**src/rtl/rndis_pkg.sv**
```systemverilog
// ----------------------------------------------------------------------------
// rndis_pkg: shared types and constants of the RNDIS host handshake block
// Phase, request and event codes, message constants, and the structs that
// carry state, event fields and results between the modules.
// ----------------------------------------------------------------------------
`default_nettype none

package rndis_pkg;

  typedef enum logic [2:0] {
    PH_IDLE  = 3'd0,
    PH_INIT  = 3'd1,
    PH_QMAC  = 3'd2,
    PH_QSIZE = 3'd3,
    PH_SETF  = 3'd4,
    PH_READY = 3'd5,
    PH_ERROR = 3'd6
  } phase_t;

  typedef enum logic [1:0] {
    FN_START    = 2'd0,
    FN_TEARDOWN = 2'd1,
    FN_RESPONSE = 2'd2,
    FN_KEEPALIVE = 2'd3
  } func_t;

  typedef enum logic [1:0] {
    K_INIT  = 2'd0,
    K_QUERY = 2'd1,
    K_SET   = 2'd2,
    K_KEEP  = 2'd3
  } kind_t;

  typedef enum logic [1:0] {
    LE_NONE = 2'd0,
    LE_UP   = 2'd1,
    LE_DOWN = 2'd2
  } link_event_t;

  // configuration register indexes
  localparam logic REG_XFER_SIZE = 1'b0;
  localparam logic REG_FILTER    = 1'b1;

  localparam logic [31:0] XFER_SIZE_RESET = 32'h0000_4000;
  localparam logic [31:0] FILTER_RESET    = 32'h0000_0007;

  // response message types
  localparam logic [31:0] T_INIT_CMPLT  = 32'h8000_0002;
  localparam logic [31:0] T_QUERY_CMPLT = 32'h8000_0004;
  localparam logic [31:0] T_SET_CMPLT   = 32'h8000_0005;
  localparam logic [31:0] T_KEEP_CMPLT  = 32'h8000_0008;

  // object ids
  localparam logic [31:0] OID_MAC    = 32'h0101_0102;
  localparam logic [31:0] OID_TOTAL  = 32'h0001_0111;
  localparam logic [31:0] OID_FILTER = 32'h0001_010E;
  localparam logic [31:0] STATUS_OK  = 32'h0000_0000;

  // request lengths in bytes
  localparam logic [5:0] LEN_INIT  = 6'd24;
  localparam logic [5:0] LEN_QUERY = 6'd28;
  localparam logic [5:0] LEN_SET   = 6'd32;
  localparam logic [5:0] LEN_KEEP  = 6'd12;

  // minimum response lengths in bytes
  localparam logic [31:0] MIN_HDR         = 32'd8;
  localparam logic [31:0] MIN_INIT_CMPLT  = 32'd52;
  localparam logic [31:0] MIN_QUERY_CMPLT = 32'd24;
  localparam logic [31:0] MIN_SET_CMPLT   = 32'd16;
  localparam logic [31:0] MIN_KEEP_CMPLT  = 32'd16;
  localparam logic [31:0] MAC_INFO_BYTES  = 32'd6;
  localparam logic [31:0] SIZE_INFO_BYTES = 32'd4;

  typedef struct packed {
    phase_t      phase;
    logic        ready;
    logic [31:0] req_id;
    logic [47:0] mac;
    logic [31:0] size;
  } state_t;

  typedef struct packed {
    func_t       func;
    logic [31:0] msg_type;
    logic [31:0] msg_length;
    logic [31:0] resp_status;
    logic [31:0] resp_transfer_size;
    logic [31:0] info_length;
    logic [31:0] info_offset;
    logic [31:0] info_low_word;
    logic [15:0] info_high_half;
  } event_t;

  typedef struct packed {
    logic        send_valid;
    kind_t       send_kind;
    logic [5:0]  send_length;
    logic [31:0] send_request_id;
    logic [31:0] send_oid;
    logic [31:0] send_payload;
    phase_t      phase;
    logic        ready;
    link_event_t link_event;
    logic [47:0] mac;
    logic [31:0] size;
  } result_t;

endpackage

`default_nettype wire

```
**src/rtl/rndis_step.sv**
```systemverilog
// ----------------------------------------------------------------------------
// rndis_step: next-state and result logic for one handshake event
// Decodes the event against the current phase, checks the response and
// forms the outgoing request, the new state and the reported fields.
// ----------------------------------------------------------------------------
`default_nettype none

module rndis_step
  import rndis_pkg::*;
(
  input  state_t      st,
  input  event_t      ev,
  input  logic [31:0] xfer_size_cfg,
  input  logic [31:0] filter_cfg,
  output state_t      st_next,
  output result_t     res
);

  logic [33:0] info_end;
  logic        query_bad;
  logic        send;
  kind_t       kind;
  logic [5:0]  len;
  logic [31:0] oid;
  logic [31:0] payload;
  link_event_t lev;

  // bounds sum kept wide so it cannot wrap
  assign info_end  = {2'b00, ev.info_offset} + 34'(MIN_HDR) + {2'b00, ev.info_length};
  assign query_bad = (ev.msg_length < MIN_QUERY_CMPLT) || (ev.resp_status != STATUS_OK) ||
                     (info_end > {2'b00, ev.msg_length});

  always_comb begin
    st_next = st;
    send    = 1'b0;
    kind    = K_INIT;
    len     = '0;
    oid     = '0;
    payload = '0;
    lev     = LE_NONE;

    unique case (ev.func)
      FN_START: begin
        st_next.phase = PH_INIT;
        send    = 1'b1;
        kind    = K_INIT;
        len     = LEN_INIT;
        payload = xfer_size_cfg;
      end
      FN_TEARDOWN: begin
        st_next.phase = PH_IDLE;
        st_next.ready = 1'b0;
      end
      FN_KEEPALIVE: begin
        send = 1'b1;
        kind = K_KEEP;
        len  = LEN_KEEP;
      end
      FN_RESPONSE: begin
        if (ev.msg_length >= MIN_HDR) begin
          unique case (ev.msg_type)
            T_INIT_CMPLT: begin
              if (ev.msg_length < MIN_INIT_CMPLT || ev.resp_status != STATUS_OK) begin
                st_next.phase = PH_ERROR;
              end else begin
                st_next.size  = ev.resp_transfer_size;
                st_next.phase = PH_QMAC;
                send = 1'b1;
                kind = K_QUERY;
                len  = LEN_QUERY;
                oid  = OID_MAC;
              end
            end
            T_QUERY_CMPLT: begin
              if (st.phase == PH_QMAC || st.phase == PH_QSIZE) begin
                if (query_bad) begin
                  st_next.phase = PH_ERROR;
                end else if (st.phase == PH_QMAC && ev.info_length >= MAC_INFO_BYTES) begin
                  st_next.mac   = {ev.info_high_half, ev.info_low_word};
                  st_next.phase = PH_QSIZE;
                  send = 1'b1;
                  kind = K_QUERY;
                  len  = LEN_QUERY;
                  oid  = OID_TOTAL;
                end else if (st.phase == PH_QSIZE &&
                             ev.info_length >= SIZE_INFO_BYTES) begin
                  if (ev.info_low_word != '0) begin
                    st_next.size = ev.info_low_word;
                  end
                  st_next.phase = PH_SETF;
                  send    = 1'b1;
                  kind    = K_SET;
                  len     = LEN_SET;
                  oid     = OID_FILTER;
                  payload = filter_cfg;
                end
              end
            end
            T_SET_CMPLT: begin
              if (ev.msg_length < MIN_SET_CMPLT || ev.resp_status != STATUS_OK) begin
                st_next.phase = PH_ERROR;
              end else begin
                st_next.phase = PH_READY;
                st_next.ready = 1'b1;
                lev = LE_UP;
              end
            end
            T_KEEP_CMPLT: begin
              if (ev.msg_length >= MIN_KEEP_CMPLT && ev.resp_status != STATUS_OK) begin
                st_next.phase = PH_ERROR;
                st_next.ready = 1'b0;
                lev = LE_DOWN;
              end
            end
            default: begin
            end
          endcase
        end
      end
      default: begin
      end
    endcase

    if (send) begin
      st_next.req_id = st.req_id + 32'd1;
    end

    res.send_valid      = send;
    res.send_kind       = kind;
    res.send_length     = len;
    res.send_request_id = send ? st.req_id : '0;
    res.send_oid        = oid;
    res.send_payload    = payload;
    res.phase           = st_next.phase;
    res.ready           = st_next.ready;
    res.link_event      = lev;
    res.mac             = st_next.mac;
    res.size            = st_next.size;
  end

endmodule

`default_nettype wire

```
**src/rtl/rndis_host_init_handshake_unit.sv**
```systemverilog
// ----------------------------------------------------------------------------
// rndis_host_init_handshake_unit: host side of the RNDIS control handshake
//
// Event channel (evt_valid / evt_stall): one transaction carries a start,
// teardown, parsed control response or keepalive request.
// Result channel (res_valid / res_stall): exactly one transaction per event,
// holding the request to send (if any), the phase, the ready flag, the link
// event and the stored MAC address and transfer size after that event.
// APB port: register 0 at 0x0 is the offered transfer size, register 1 at
// 0x4 the packet filter; write only while no event is in flight.
//
// An event lands in the input register, then one pass of compare-and-update
// logic writes the state and the result register. Throughput is one event
// per cycle while the result is not stalled; the state feedback through that
// single pass sets the figure. The result register frees as it is taken, so
// a new event moves on while the previous result is being handed over.
// A stalled result holds its transaction; the input register then holds one
// more event and evt_stall rises until the result is taken.
// Reset clears the phase to idle, the ready flag, request id, MAC and size,
// and loads the register defaults (transfer size 0x4000, filter 7).
// ----------------------------------------------------------------------------
`default_nettype none

module rndis_host_init_handshake_unit
  import rndis_pkg::*;
(
  input  wire logic        clk,
  input  wire logic        rst,
  // APB configuration port
  input  wire logic        psel,
  input  wire logic        penable,
  input  wire logic        pwrite,
  input  wire logic [2:0]  paddr,
  input  wire logic [31:0] pwdata,
  output logic [31:0]      prdata,
  output logic             pready,
  // event channel
  input  wire logic        evt_valid,
  output logic             evt_stall,
  input  wire logic [1:0]  func,
  input  wire logic [31:0] msg_type,
  input  wire logic [31:0] msg_length,
  input  wire logic [31:0] resp_status,
  input  wire logic [31:0] resp_transfer_size,
  input  wire logic [31:0] info_length,
  input  wire logic [31:0] info_offset,
  input  wire logic [31:0] info_low_word,
  input  wire logic [15:0] info_high_half,
  // result channel
  output logic             res_valid,
  input  wire logic        res_stall,
  output logic             send_valid,
  output logic [1:0]       send_kind,
  output logic [5:0]       send_length,
  output logic [31:0]      send_request_id,
  output logic [31:0]      send_oid,
  output logic [31:0]      send_payload,
  output logic [2:0]       phase_now,
  output logic             link_ready,
  output logic [1:0]       link_event,
  output logic [47:0]      mac_address,
  output logic [31:0]      transfer_size
);

  logic [31:0] xfer_size_cfg;
  logic [31:0] filter_cfg;
  logic        cfg_write;
  logic        reg_sel;

  event_t      evt;
  logic        evt_full;
  logic        evt_take;
  logic        advance;

  state_t      st;
  state_t      st_next;
  result_t     res_next;
  result_t     res;

  // --------------------------------------------------------------------------
  // configuration registers
  // --------------------------------------------------------------------------
  assign pready    = 1'b1;
  assign reg_sel   = paddr[2];
  assign cfg_write = psel && penable && pwrite && pready;

  always_ff @(posedge clk) begin
    if (rst) begin
      xfer_size_cfg <= XFER_SIZE_RESET;
      filter_cfg    <= FILTER_RESET;
    end else if (cfg_write) begin
      unique case (reg_sel)
        REG_XFER_SIZE: xfer_size_cfg <= pwdata;
        REG_FILTER:    filter_cfg    <= pwdata;
        default: begin
        end
      endcase
    end
  end

  always_comb begin
    unique case (reg_sel)
      REG_XFER_SIZE: prdata = xfer_size_cfg;
      REG_FILTER:    prdata = filter_cfg;
      default:       prdata = '0;
    endcase
  end

  // --------------------------------------------------------------------------
  // flow control: advance the held event whenever the result register is
  // free or being emptied this cycle
  // --------------------------------------------------------------------------
  assign advance   = evt_full && (!res_valid || !res_stall);
  assign evt_stall = evt_full && !advance;
  assign evt_take  = evt_valid && !evt_stall;

  // input register
  always_ff @(posedge clk) begin
    if (rst) begin
      evt_full <= 1'b0;
    end else if (evt_take) begin
      evt_full <= 1'b1;
    end else if (advance) begin
      evt_full <= 1'b0;
    end
  end

  always_ff @(posedge clk) begin
    if (evt_take) begin
      evt.func               <= func_t'(func);
      evt.msg_type           <= msg_type;
      evt.msg_length         <= msg_length;
      evt.resp_status        <= resp_status;
      evt.resp_transfer_size <= resp_transfer_size;
      evt.info_length        <= info_length;
      evt.info_offset        <= info_offset;
      evt.info_low_word      <= info_low_word;
      evt.info_high_half     <= info_high_half;
    end
  end

  // --------------------------------------------------------------------------
  // single-pass event logic
  // --------------------------------------------------------------------------
  rndis_step u_step (
    .st            (st),
    .ev            (evt),
    .xfer_size_cfg (xfer_size_cfg),
    .filter_cfg    (filter_cfg),
    .st_next       (st_next),
    .res           (res_next)
  );

  // handshake state: update only as an event passes through
  always_ff @(posedge clk) begin
    if (rst) begin
      st.phase  <= PH_IDLE;
      st.ready  <= 1'b0;
      st.req_id <= '0;
      st.mac    <= '0;
      st.size   <= '0;
    end else if (advance) begin
      st <= st_next;
    end
  end

  // result register
  always_ff @(posedge clk) begin
    if (rst) begin
      res_valid <= 1'b0;
    end else if (advance) begin
      res_valid <= 1'b1;
    end else if (!res_stall) begin
      res_valid <= 1'b0;
    end
  end

  always_ff @(posedge clk) begin
    if (advance) begin
      res <= res_next;
    end
  end

  assign send_valid      = res.send_valid;
  assign send_kind       = res.send_kind;
  assign send_length     = res.send_length;
  assign send_request_id = res.send_request_id;
  assign send_oid        = res.send_oid;
  assign send_payload    = res.send_payload;
  assign phase_now       = res.phase;
  assign link_ready      = res.ready;
  assign link_event      = res.link_event;
  assign mac_address     = res.mac;
  assign transfer_size   = res.size;

  // --------------------------------------------------------------------------
  // assertions
  // --------------------------------------------------------------------------
  // the request id moves on by one for each emitted request and never else
  a_req_id_step: assert property (@(posedge clk) disable iff (rst)
    advance |=> (st.req_id == $past(st.req_id) + {31'd0, $past(res_next.send_valid)}))
    else $error("request id did not follow emitted requests");

  // a link-up report always comes with the ready phase and the ready flag
  a_link_up_ready: assert property (@(posedge clk) disable iff (rst)
    (res_valid && res.link_event == LE_UP) |-> (res.ready && res.phase == PH_READY))
    else $error("link up without ready state");

  // a link-down report always leaves the block in error and not ready
  a_link_down_err: assert property (@(posedge clk) disable iff (rst)
    (res_valid && res.link_event == LE_DOWN) |-> (!res.ready && res.phase == PH_ERROR))
    else $error("link down without error state");

  // a result with no request carries cleared request fields
  a_no_req_clear: assert property (@(posedge clk) disable iff (rst)
    (res_valid && !res.send_valid) |->
      (res.send_length == '0 && res.send_request_id == '0 &&
       res.send_oid == '0 && res.send_payload == '0))
    else $error("request fields set without a request");

  // the input side only stalls while an event is held
  a_stall_held: assert property (@(posedge clk) disable iff (rst)
    evt_stall |-> (evt_full && res_valid && res_stall))
    else $error("event stall without a held event");

endmodule

`default_nettype wire

```
**config.mk**
```make
export PLATFORM = sky130hd
export DESIGN_NAME = rndis_host_init_handshake_unit
export DESIGN_NICKNAME = d
export VERILOG_FILES = /design/src/rtl/rndis_pkg.sv /design/src/rtl/rndis_step.sv /design/src/rtl/rndis_host_init_handshake_unit.sv
export SDC_FILE = /design/constraint.sdc
export NUM_CORES = 1
export LEC_CHECK = 0
export BUFFER_PORTS_ARGS = -buffer_cell sky130_fd_sc_hd__buf_2
export CORE_ASPECT_RATIO = 0.75
export CORE_UTILIZATION = 45
export CTS_BUF_LIST = sky130_fd_sc_hd__clkbuf_8
export DETAILED_ROUTE_END_ITERATION = 16
export GPL_ROUTABILITY_DRIVEN = 1
export PLACE_DENSITY = 0.77
export SYNTH_ARGS = -nofsm -noshare
export SYNTH_HDL_FRONTEND = slang
export SYNTH_HIERARCHICAL = 1
export SYNTH_SLANG_ARGS = --single-unit
```
**constraint.sdc**
```tcl
create_clock -name clk -period 11.2 [get_ports clk]
set_clock_uncertainty 0.1 [all_clocks]
set_input_delay 0.56 -clock clk [delete_from_list [all_inputs] [get_ports clk]]
set_output_delay 0.56 -clock clk [all_outputs]
set_load 0.05 [all_outputs]
```
* Word level (Yosys, flattened, before mapping)
Index checks and enable logic that the tools add are counted.
Word-level totals: bits in registers 615, bits in latches 0, RAM bits 0, memory bits (read-only) 0, input bits 284, output and inout port bits 226, logic and storage cells 147, memories kept 0
Cells by class: add/sub/neg operators 3, $mul 0, divide/modulo/power cells 0, magnitude comparators 8, eq/ne operators 10, shifts and indexed selects 0, multiplexer cells 69, bitwise logic cells 1, reductions and logical operators 27
Operator list (number):
- $mux W32 | 13
- $mux W80 | 4
- $pmux W32 S2 | 4
- $eq A32 B32 Y1 const B | 4
- $mux W48 | 2
- $ge A32 B3 Y1 const B | 2
- $lt A32 B5 Y1 const B | 2
- $reduce_bool A32 Y1 | 2
- $add A34 B32 Y34 | 1
- $gt A34 B32 Y1 | 1
- $add A32 B4 Y33 const B | 1
- $add A32 B1 Y32 const B | 1
- $ge A32 B4 Y1 const B | 1
- $ge A32 B5 Y1 const B | 1
- $lt A32 B6 Y1 const B | 1
- $mux W6 | 5
- $mux W25 | 1
- $pmux W6 S3 | 1
- $mux W17 | 1
- $mux W3 | 5
- $mux W2 | 7
- $mux W1 | 13
- $pmux W2 S2 | 3
- $pmux W3 S4 | 1
- other kinds (17) | 41

* Longest topological paths before layout
Gate-level depths: netlist (run 1).
depth after elaboration 10, gate-level depth with buffers 28, mapped depth without buffers 26

* Hierarchy
Netlist (run 1), hierarchy kept.
By module, submodules not included:
- rndis_host_init_handshake_unit | times used 1, cells an instance 1235, area an instance 21281.7 µm², seq. area each 16646.0 µm²
- rndis_step | times used 1, cells an instance 1056, area an instance 7146.9 µm², seq. area each 0.0 µm²

* Least setup slack after synthesis (run 1)
Ideal clock, no wire load.
path type register -> register, start point reg res_valid, end point reg evt[0] in the netlist's numbering (enable), library setup time 0.850 ns, arrival time 11.003 ns, required time 10.250 ns, setup slack -0.753 ns, stages on the path, launching flop included 4, buffers on the path 0, period minus slack after synthesis 11.953 ns, path through dfxtp_1 -> nand3_1 -> inv_1 -> nor2_1
On the way: longest elaborated chain between the ends 7
RTL lines:
- start, declared | line rndis_host_init_handshake_unit.sv:50 | output logic res_valid,
- start signal, assigned | line rndis_host_init_handshake_unit.sv:170 | res_valid <= 1'b0;
- start signal, assigned | line rndis_host_init_handshake_unit.sv:172 | res_valid <= 1'b1;
- start signal, assigned | line rndis_host_init_handshake_unit.sv:174 | res_valid <= 1'b0;
- $logic_not A1 Y1 | line rndis_host_init_handshake_unit.sv:113 | assign advance = evt_full && (!res_valid || !res_stall);
- $logic_or A1 B1 Y1 | line rndis_host_init_handshake_unit.sv:113
- $logic_and A1 B1 Y1 | line rndis_host_init_handshake_unit.sv:113
- $logic_not A1 Y1 | line rndis_host_init_handshake_unit.sv:114 | assign evt_stall = evt_full && !advance;
- $logic_and A1 B1 Y1 | line rndis_host_init_handshake_unit.sv:114
- named net evt_stall | line rndis_host_init_handshake_unit.sv:39 | output logic evt_stall,
- $logic_not A1 Y1 | line rndis_host_init_handshake_unit.sv:115 | assign evt_take = evt_valid && !evt_stall;
- $logic_and A1 B1 Y1 | line rndis_host_init_handshake_unit.sv:115
- named net evt_take | line rndis_host_init_handshake_unit.sv:72 | logic evt_take;
- end, declared | line rndis_host_init_handshake_unit.sv:70 | event_t evt;
The timed path passes the listed nets, and every way through them passes these cells. A chain may end at the register's enable or synchronous reset.

==> results of run 1 <==
-- state kept, by name (all words and copies together) (netlist names) --
register	flops
send_oid	32
link_event	2
st	116
link_ready	1
send_payload	32
phase_now	3
res_valid	1
send_valid	1
send_request_id	32
evt	242
evt_full	1
transfer_size	32
mac_address	48
send_kind	2
filter_cfg	32
send_length	6
xfer_size_cfg	32
-- cells by family (layout without fill, tap and decap cells) --
logic type | after synthesis | after routing | share of synthesized area [%]
xor+xnor | 58 | 58 | 1.79
compound gates | 220 | 220 | 5.92
simple gates | 807 | 807 | 15.9
other cells | 2 | 31 | 0.0264
flops | 615 | 615 | 58.6
buf+inv | 276 | 1014 | 5.68
fa+ha+maj | 101 | 101 | 4.47
mux | 212 | 212 | 7.61
-- cells in the final DEF, fill, tap and decap left out, types with 7 or more instances in the layout --
| master | instances |
|---|---|
| a21oi_1 | 49 |
| a21o_1 | 12 |
| nor3_1 | 11 |
| nand3_1 | 19 |
| and3_1 | 43 |
| and2_1 | 38 |
| nand4_1 | 39 |
| dlygate4sd3_1 | 263 |
| clkinv_1 | 12 |
| a221o_1 | 35 |
| conb_1 | 27 |
| mux2i_1 | 180 |
| o21ai_0 | 22 |
| bufinv_16 | 7 |
| xor2_1 | 17 |
| xnor2_1 | 41 |
| buf_2 | 505 |
| nor4_1 | 47 |
| clkbuf_8 | 100 |
| o211ai_1 | 14 |
| inv_1 | 95 |
| nand2_1 | 190 |
| o21bai_1 | 7 |
| dfxtp_1 | 182 |
| mux2_2 | 32 |
| buf_4 | 13 |
| a22o_1 | 32 |
| a211oi_1 | 9 |
| ha_1 | 100 |
| nor2_1 | 44 |
| nand2b_1 | 329 |
| edfxtp_1 | 433 |
| clkinv_2 | 8 |
-- routing by layer --
metal / global-route usage, % / part of all wire [%] / wire length (µm)
met5: 0 / 0.018 / 13
met4: 7.89 / 2.4 / 1790
met3: 5.48 / 6.9 / 5130
met2: 38.9 / 49 / 36200
met1: 27.5 / 42 / 31100
-- critical path, cell delays in order, from the launching register on --
cell and delay [ns]:
edfxtp_1 0.39, ha_1 0.30, ha_1 0.25, fa_1 0.45
a211oi_1 0.25, o21ai_0 0.14, o21ai_0 0.44, a21boi_0 0.27
nor2_1 0.33, o211ai_1 0.19, a31o_2 0.26, a21oi_1 0.17
xnor2_1 0.18, ha_1 0.31, a211oi_2 0.22, o211ai_1 0.13
or4_1 0.56, nor4b_2 0.29, o211a_1 0.26, o31a_4 0.22
a31oi_4 0.24, inv_2 0.65, nand3_1 0.21, xnor2_1 0.18
nand2b_1 0.07, mux2i_1 0.07
-- path summary, 6_finish.rpt --
check / cells past startpoint / endpoint / start / slack, ns
worst min-delay path: 3 / xfer_size_cfg[18] / pwdata[18] / 0.08
worst max-delay path: 25 / st[92] / evt[81] / 3.91
worst max register to register: 25 / st[92] / evt[81] / 3.91
worst min register to register: 2 / st[36] / st[36] / 0.37
-- synth_stat cells, types with 4 or more instances --
| cell | count |
|---|---|
| a211oi_1 | 9 |
| a21boi_0 | 4 |
| a21o_1 | 12 |
| a21oi_1 | 49 |
| a221o_1 | 35 |
| a22o_1 | 32 |
| a31oi_1 | 6 |
| and2_1 | 38 |
| and3_1 | 43 |
| buf_2 | 33 |
| buf_4 | 120 |
| buf_6 | 10 |
| clkbuf_1 | 53 |
| dfxtp_1 | 182 |
| edfxtp_1 | 433 |
| ha_1 | 100 |
| inv_1 | 57 |
| mux2_2 | 32 |
| mux2i_1 | 180 |
| nand2_1 | 190 |
| nand2b_1 | 329 |
| nand3_1 | 20 |
| nand4_1 | 39 |
| nor2_1 | 45 |
| nor2b_1 | 6 |
| nor3_1 | 11 |
| nor3_2 | 4 |
| nor4_1 | 47 |
| o211ai_1 | 14 |
| o21a_1 | 4 |
| o21ai_0 | 22 |
| o21bai_1 | 7 |
| or2_2 | 5 |
| or3_1 | 4 |
| xnor2_1 | 41 |
| xor2_1 | 17 |
-- report_power, final --
group / switching, mW / internal (mW)
registers: 0.0451 / 2.53
logic: 0.422 / 0.271
clock network: 0.898 / 0.988
total: 1.37 / 3.79
-- final cells by class --
class | instances | area (µm²)
inverter | 58 | 218
multi-input combinational | 1425 | 10300
antenna | 4 | 10.0
fill | 4963 | 26900
clock inverter | 72 | 494
timing repair buffer | 784 | 5310
tap | 810 | 1010
clock buffer | 100 | 1380
sequential | 615 | 16600
-- per-stage QoR --
stage / setup slack [ns] / hold slack (ns)
floorplan: 3.39 / 0.348
global placement: 4.05 / 0.358
detailed placement: 3.91 / 0.361
CTS: 3.89 / 0.000774
global route: 3.40 / 0.0258
finish: 3.91 / 0.0836
==> impl_metrics.json, run 1 <==
{
  "nNetsFinal": 3362,
  "place_inst": 3429,
  "critPathLaunchType": "flip-flop",
  "coreArea_um2": 62300,
  "ys_seq_area_share_pct": 58.6,
  "cts_setup_buffers": 0,
  "start_util_pct": 45.7,
  "power_leakage_nw": 14.2,
  "end_kind": "flip-flop",
  "postCtsHoldBufs": 263,
  "root_buffer": "clkbuf_8",
  "tritoncts": "built",
  "numPortBuffers": 506,
  "path_clk_slew_ns": 0.06,
  "instances_no_fill": 3868,
  "grt_pass1_wl_mm": 112,
  "drt_iter0_markers": 1333,
  "ys_async_sr_fraction_pct": 0,
  "drc": 0,
  "ys_types": 75,
  "cts_max_level": 3,
  "post-route-min-period_ns": 7.29,
  "critPathArrivalTime_ns": 7.73,
  "routedWlPerCell_um": 19.2,
  "numCtsBuffers": 93,
  "post-route-period-util_pct": 65.1,
  "placed_area_um2": 30900,
  "run_status": "finished clean",
  "min_path_type": "input port to flip-flop",
  "grt_pass1_vias": 20700,
  "syn-cell-area_um2": 28400,
  "synthTopCellsByArea": "edfxtp_1, dfxtp_1, nand2b_1",
  "required_ns": 11.64,
  "die_h_um": 220,
  "dp_hpwl_mm": 46.4,
  "ys_ff_latch": 615,
  "die_w_um": 292,
  "yosysWarnings": 6,
  "final_cell_area_um2": 35400,
  "ir_worst_vdd_mv": 0.126,
  "numClockSinks": 615,
  "synthFlopType": "edfxtp_1",
  "finalSetupViolCount": 0,
  "cp_max_fo": 52,
  "slew-limit-headroom_pct": 13.1,
  "rsz0062_at_grt": "no",
  "grt-ovfl-total": 0,
  "fmax_mhz": 137,
  "routabilityCongestion": 0.876,
  "wl_mm": 74.2,
  "syn-instance-count": 2291,
  "dieArea_um2": 64200,
  "maxCapViolCount": 0,
  "antenna_left": 0,
  "design_power_total_mw": 5.16,
  "setup_tns_ns": 0,
  "syn2layout_area_growth_pct": 24.4,
  "worst_pin_slew_ns": 1.30,
  "maxSlewViolCount": 0,
  "rows": 79,
  "grt_use_total_pct": 22.5,
  "vias": 20300,
  "num_io_pins": 510,
  "syn_avg_cell_area_um2": 12.4,
  "routed_via_density": 5.25,
  "powerDensity_nw_per_um2": 146,
  "antenna_found_initial": 3,
  "dr.pass1.iters": 6,
  "worst_skew_pair.late_latency_ns": 0.71,
  "drive_above_1_share_pct": 23.2,
  "fin_util_pct": 56.8,
  "synth_top_area_share_pct": 45.7,
  "finalHoldViolCount": 0,
  "synth_top_area_cell": "edfxtp_1",
  "grt_max_degree": 199,
  "clk_path_buf_depth": 3,
  "synth_edf_count": 433,
  "critical_path_class": "flip-flop to flip-flop",
  "cts_resized": 0
}
(Power assumes the default switching activity.)
==> inputs of run 2 (changes only) <==
clock period = 6.5 ns   (was 11.2 ns; I/O delays follow)
==> run 2 against run 1 <==
  * Clock power rose by 75%
  * Highest routed layer unchanged
  * Critical path depth stayed put
  * Flip-flop and latch count did not move
  * Worst setup slack worse by 3.7 ns
  * Register-to-register slack got worse by 3.7 ns
  * Total power up 75%
  * Die area stayed put
==> impl_metrics.json, run 2 (synthesis gave the netlist of run 1 again) <==
{
  "final_cell_mix": "buf_2, edfxtp_1, nand2b_1",
  "setup_tns_ns": 0,
  "syn2layout_area_growth_pct": 27.0,
  "finalHoldViolCount": 0,
  "reg2reg_slack_ns": 0.25,
  "run_status": "finished clean",
  "wl_mm": 77.1,
  "grt_pass1_vias": 21100,
  "worst_skew_pair.late_latency_ns": 0.70,
  "place_inst": 3455,
  "die_w_um": 292,
  "root_buffer": "clkbuf_8",
  "finalSetupViolCount": 0,
  "critPathLaunchType": "flip-flop",
  "powerDensity_nw_per_um2": 249,
  "worstHoldStart": "penable",
  "post-route-period-util_pct": 96.2,
  "reg2reg_to": "st[13]",
  "cts_max_level": 3,
  "min_path_type": "input port to flip-flop",
  "worst_pin_slew_ns": 1.28,
  "clk_path_buf_depth": 3,
  "layout_commonest_cell": "buf_2",
  "whs_ns": 0.197,
  "power_leakage_nw": 14.6,
  "dieArea_um2": 64200,
  "fmax_mhz": 160,
  "hold_depth": 4,
  "post-route-min-period_ns": 6.25,
  "place_ws_ns": 0.0824,
  "drc": 0,
  "critical_path_class": "flip-flop to flip-flop",
  "grt_use_total_pct": 23.2,
  "setup_ws_ns": 0.248,
  "fin_util_pct": 58.0,
  "antenna_found_initial": 6,
  "fillers": 4875,
  "coreArea_um2": 62300,
  "maxSlewViolCount": 0,
  "grt_pass1_wl_mm": 116,
  "routedWlPerCell_um": 19.6,
  "numPortBuffers": 506,
  "min_to": "xfer_size_cfg[16]",
  "critPathArrivalTime_ns": 6.66,
  "tritoncts": "built",
  "ir_worst_vdd_mv": 0.212,
  "grt-ovfl-total": 0,
  "routed_via_density": 5.24,
  "top_register": "evt",
  "numCtsBuffers": 94,
  "vias": 20600,
  "numClockSinks": 615,
  "routabilityCongestion": 0.892,
  "dp_hpwl_mm": 47.0,
  "instances_no_fill": 3924,
  "final_cell_area_um2": 36100,
  "largest_reg_flops": 242,
  "antenna_left": 0,
  "placed_area_um2": 31200,
  "dr.pass1.iters": 7,
  "drt_iter0_markers": 1394,
  "end_kind": "flip-flop",
  "design_power_total_mw": 9.01,
  "num_io_pins": 510,
  "nNetsFinal": 3413,
  "cp_max_fo": 10,
  "reg2reg_from": "evt[91]",
  "rows": 79,
  "reg2reg_depth": 25,
  "grt_max_degree": 206,
  "drive_above_1_share_pct": 24.9,
  "required_ns": 6.91,
  "maxCapViolCount": 0,
  "die_h_um": 220,
  "start_util_pct": 45.7,
  "slew-limit-headroom_pct": 14.6,
  "path_clk_slew_ns": 0.07
}
[run 2: how the worst max path moves through the flow]
| stage | cells after the start | endpoint | startpoint |
|---|---|---|---|
| final | 25 | st[13] | evt[91] |
| after global routing | 27 | st[11] | evt[49] |
| after CTS | 26 | st[18] | evt[49] |
| after detailed placement | 26 | st[18] | evt[49] |
| after global placement | 27 | st[19] | evt[81] |
| after floorplan | 26 | st[10] | evt[81] |
[run 2: final cells by class]
type / instances / area [µm²] / area share, %
Clock buffer: 104 / 1430 / 3.96
Inverter: 58 / 218 / 0.603
Tap cell: 810 / 1010 / 2.81
Antenna cell: 4 / 10.0 / 0.0277
Multi-Input combinational cell: 1425 / 10400 / 28.8
Timing Repair Buffer: 834 / 5890 / 16.3
Clock inverter: 74 / 485 / 1.34
Sequential cell: 615 / 16600 / 46.1
[run 2: metal layers]
layer / vias up / GRT usage, % / part of all wire [%]
met5: - / 0 / 0.035
met4: 4 / 9.18 / 3.1
met3: 150 / 5.55 / 7.6
met2: 887 / 39.5 / 48
met1: 9913 / 28.4 / 41
li1: 9605 / - / -
[run 2: timing repair]
item,in CTS,in global routing
setup buffers,0,7
endpoints found under the hold margin,318,0
resized for setup,0,34
setup endpoints to repair,0,197
hold buffers,276,0
[run 2: where the power goes]
group          switching (mW)  internal [mW]  total (mW)
Sequential             0.0801           4.37        4.45
Combinational           0.752          0.507        1.26
Clock                    1.58           1.72        3.30
[run 2: critical path, cell delays in order (launching register included)]
cell       delay (ns)
edfxtp_1         0.46
ha_1             0.32
ha_1             0.39
nand4_1          0.27
buf_4            0.24
o22ai_4          0.22
nor2_1           0.09
a21boi_0         0.20
o21ai_0          0.14
a21oi_1          0.20
nor2_1           0.09
xnor2_1          0.24
ha_1             0.31
nand4_1          0.18
o21bai_1         0.12
or4_1            0.55
nor4b_2          0.31
o211a_1          0.24
o211ai_4         0.12
nor3_2           0.17
buf_4            0.14
o21ai_4          0.14
clkbuf_16        0.29
a221o_1          0.38
nand2b_1         0.08
mux2i_1          0.08
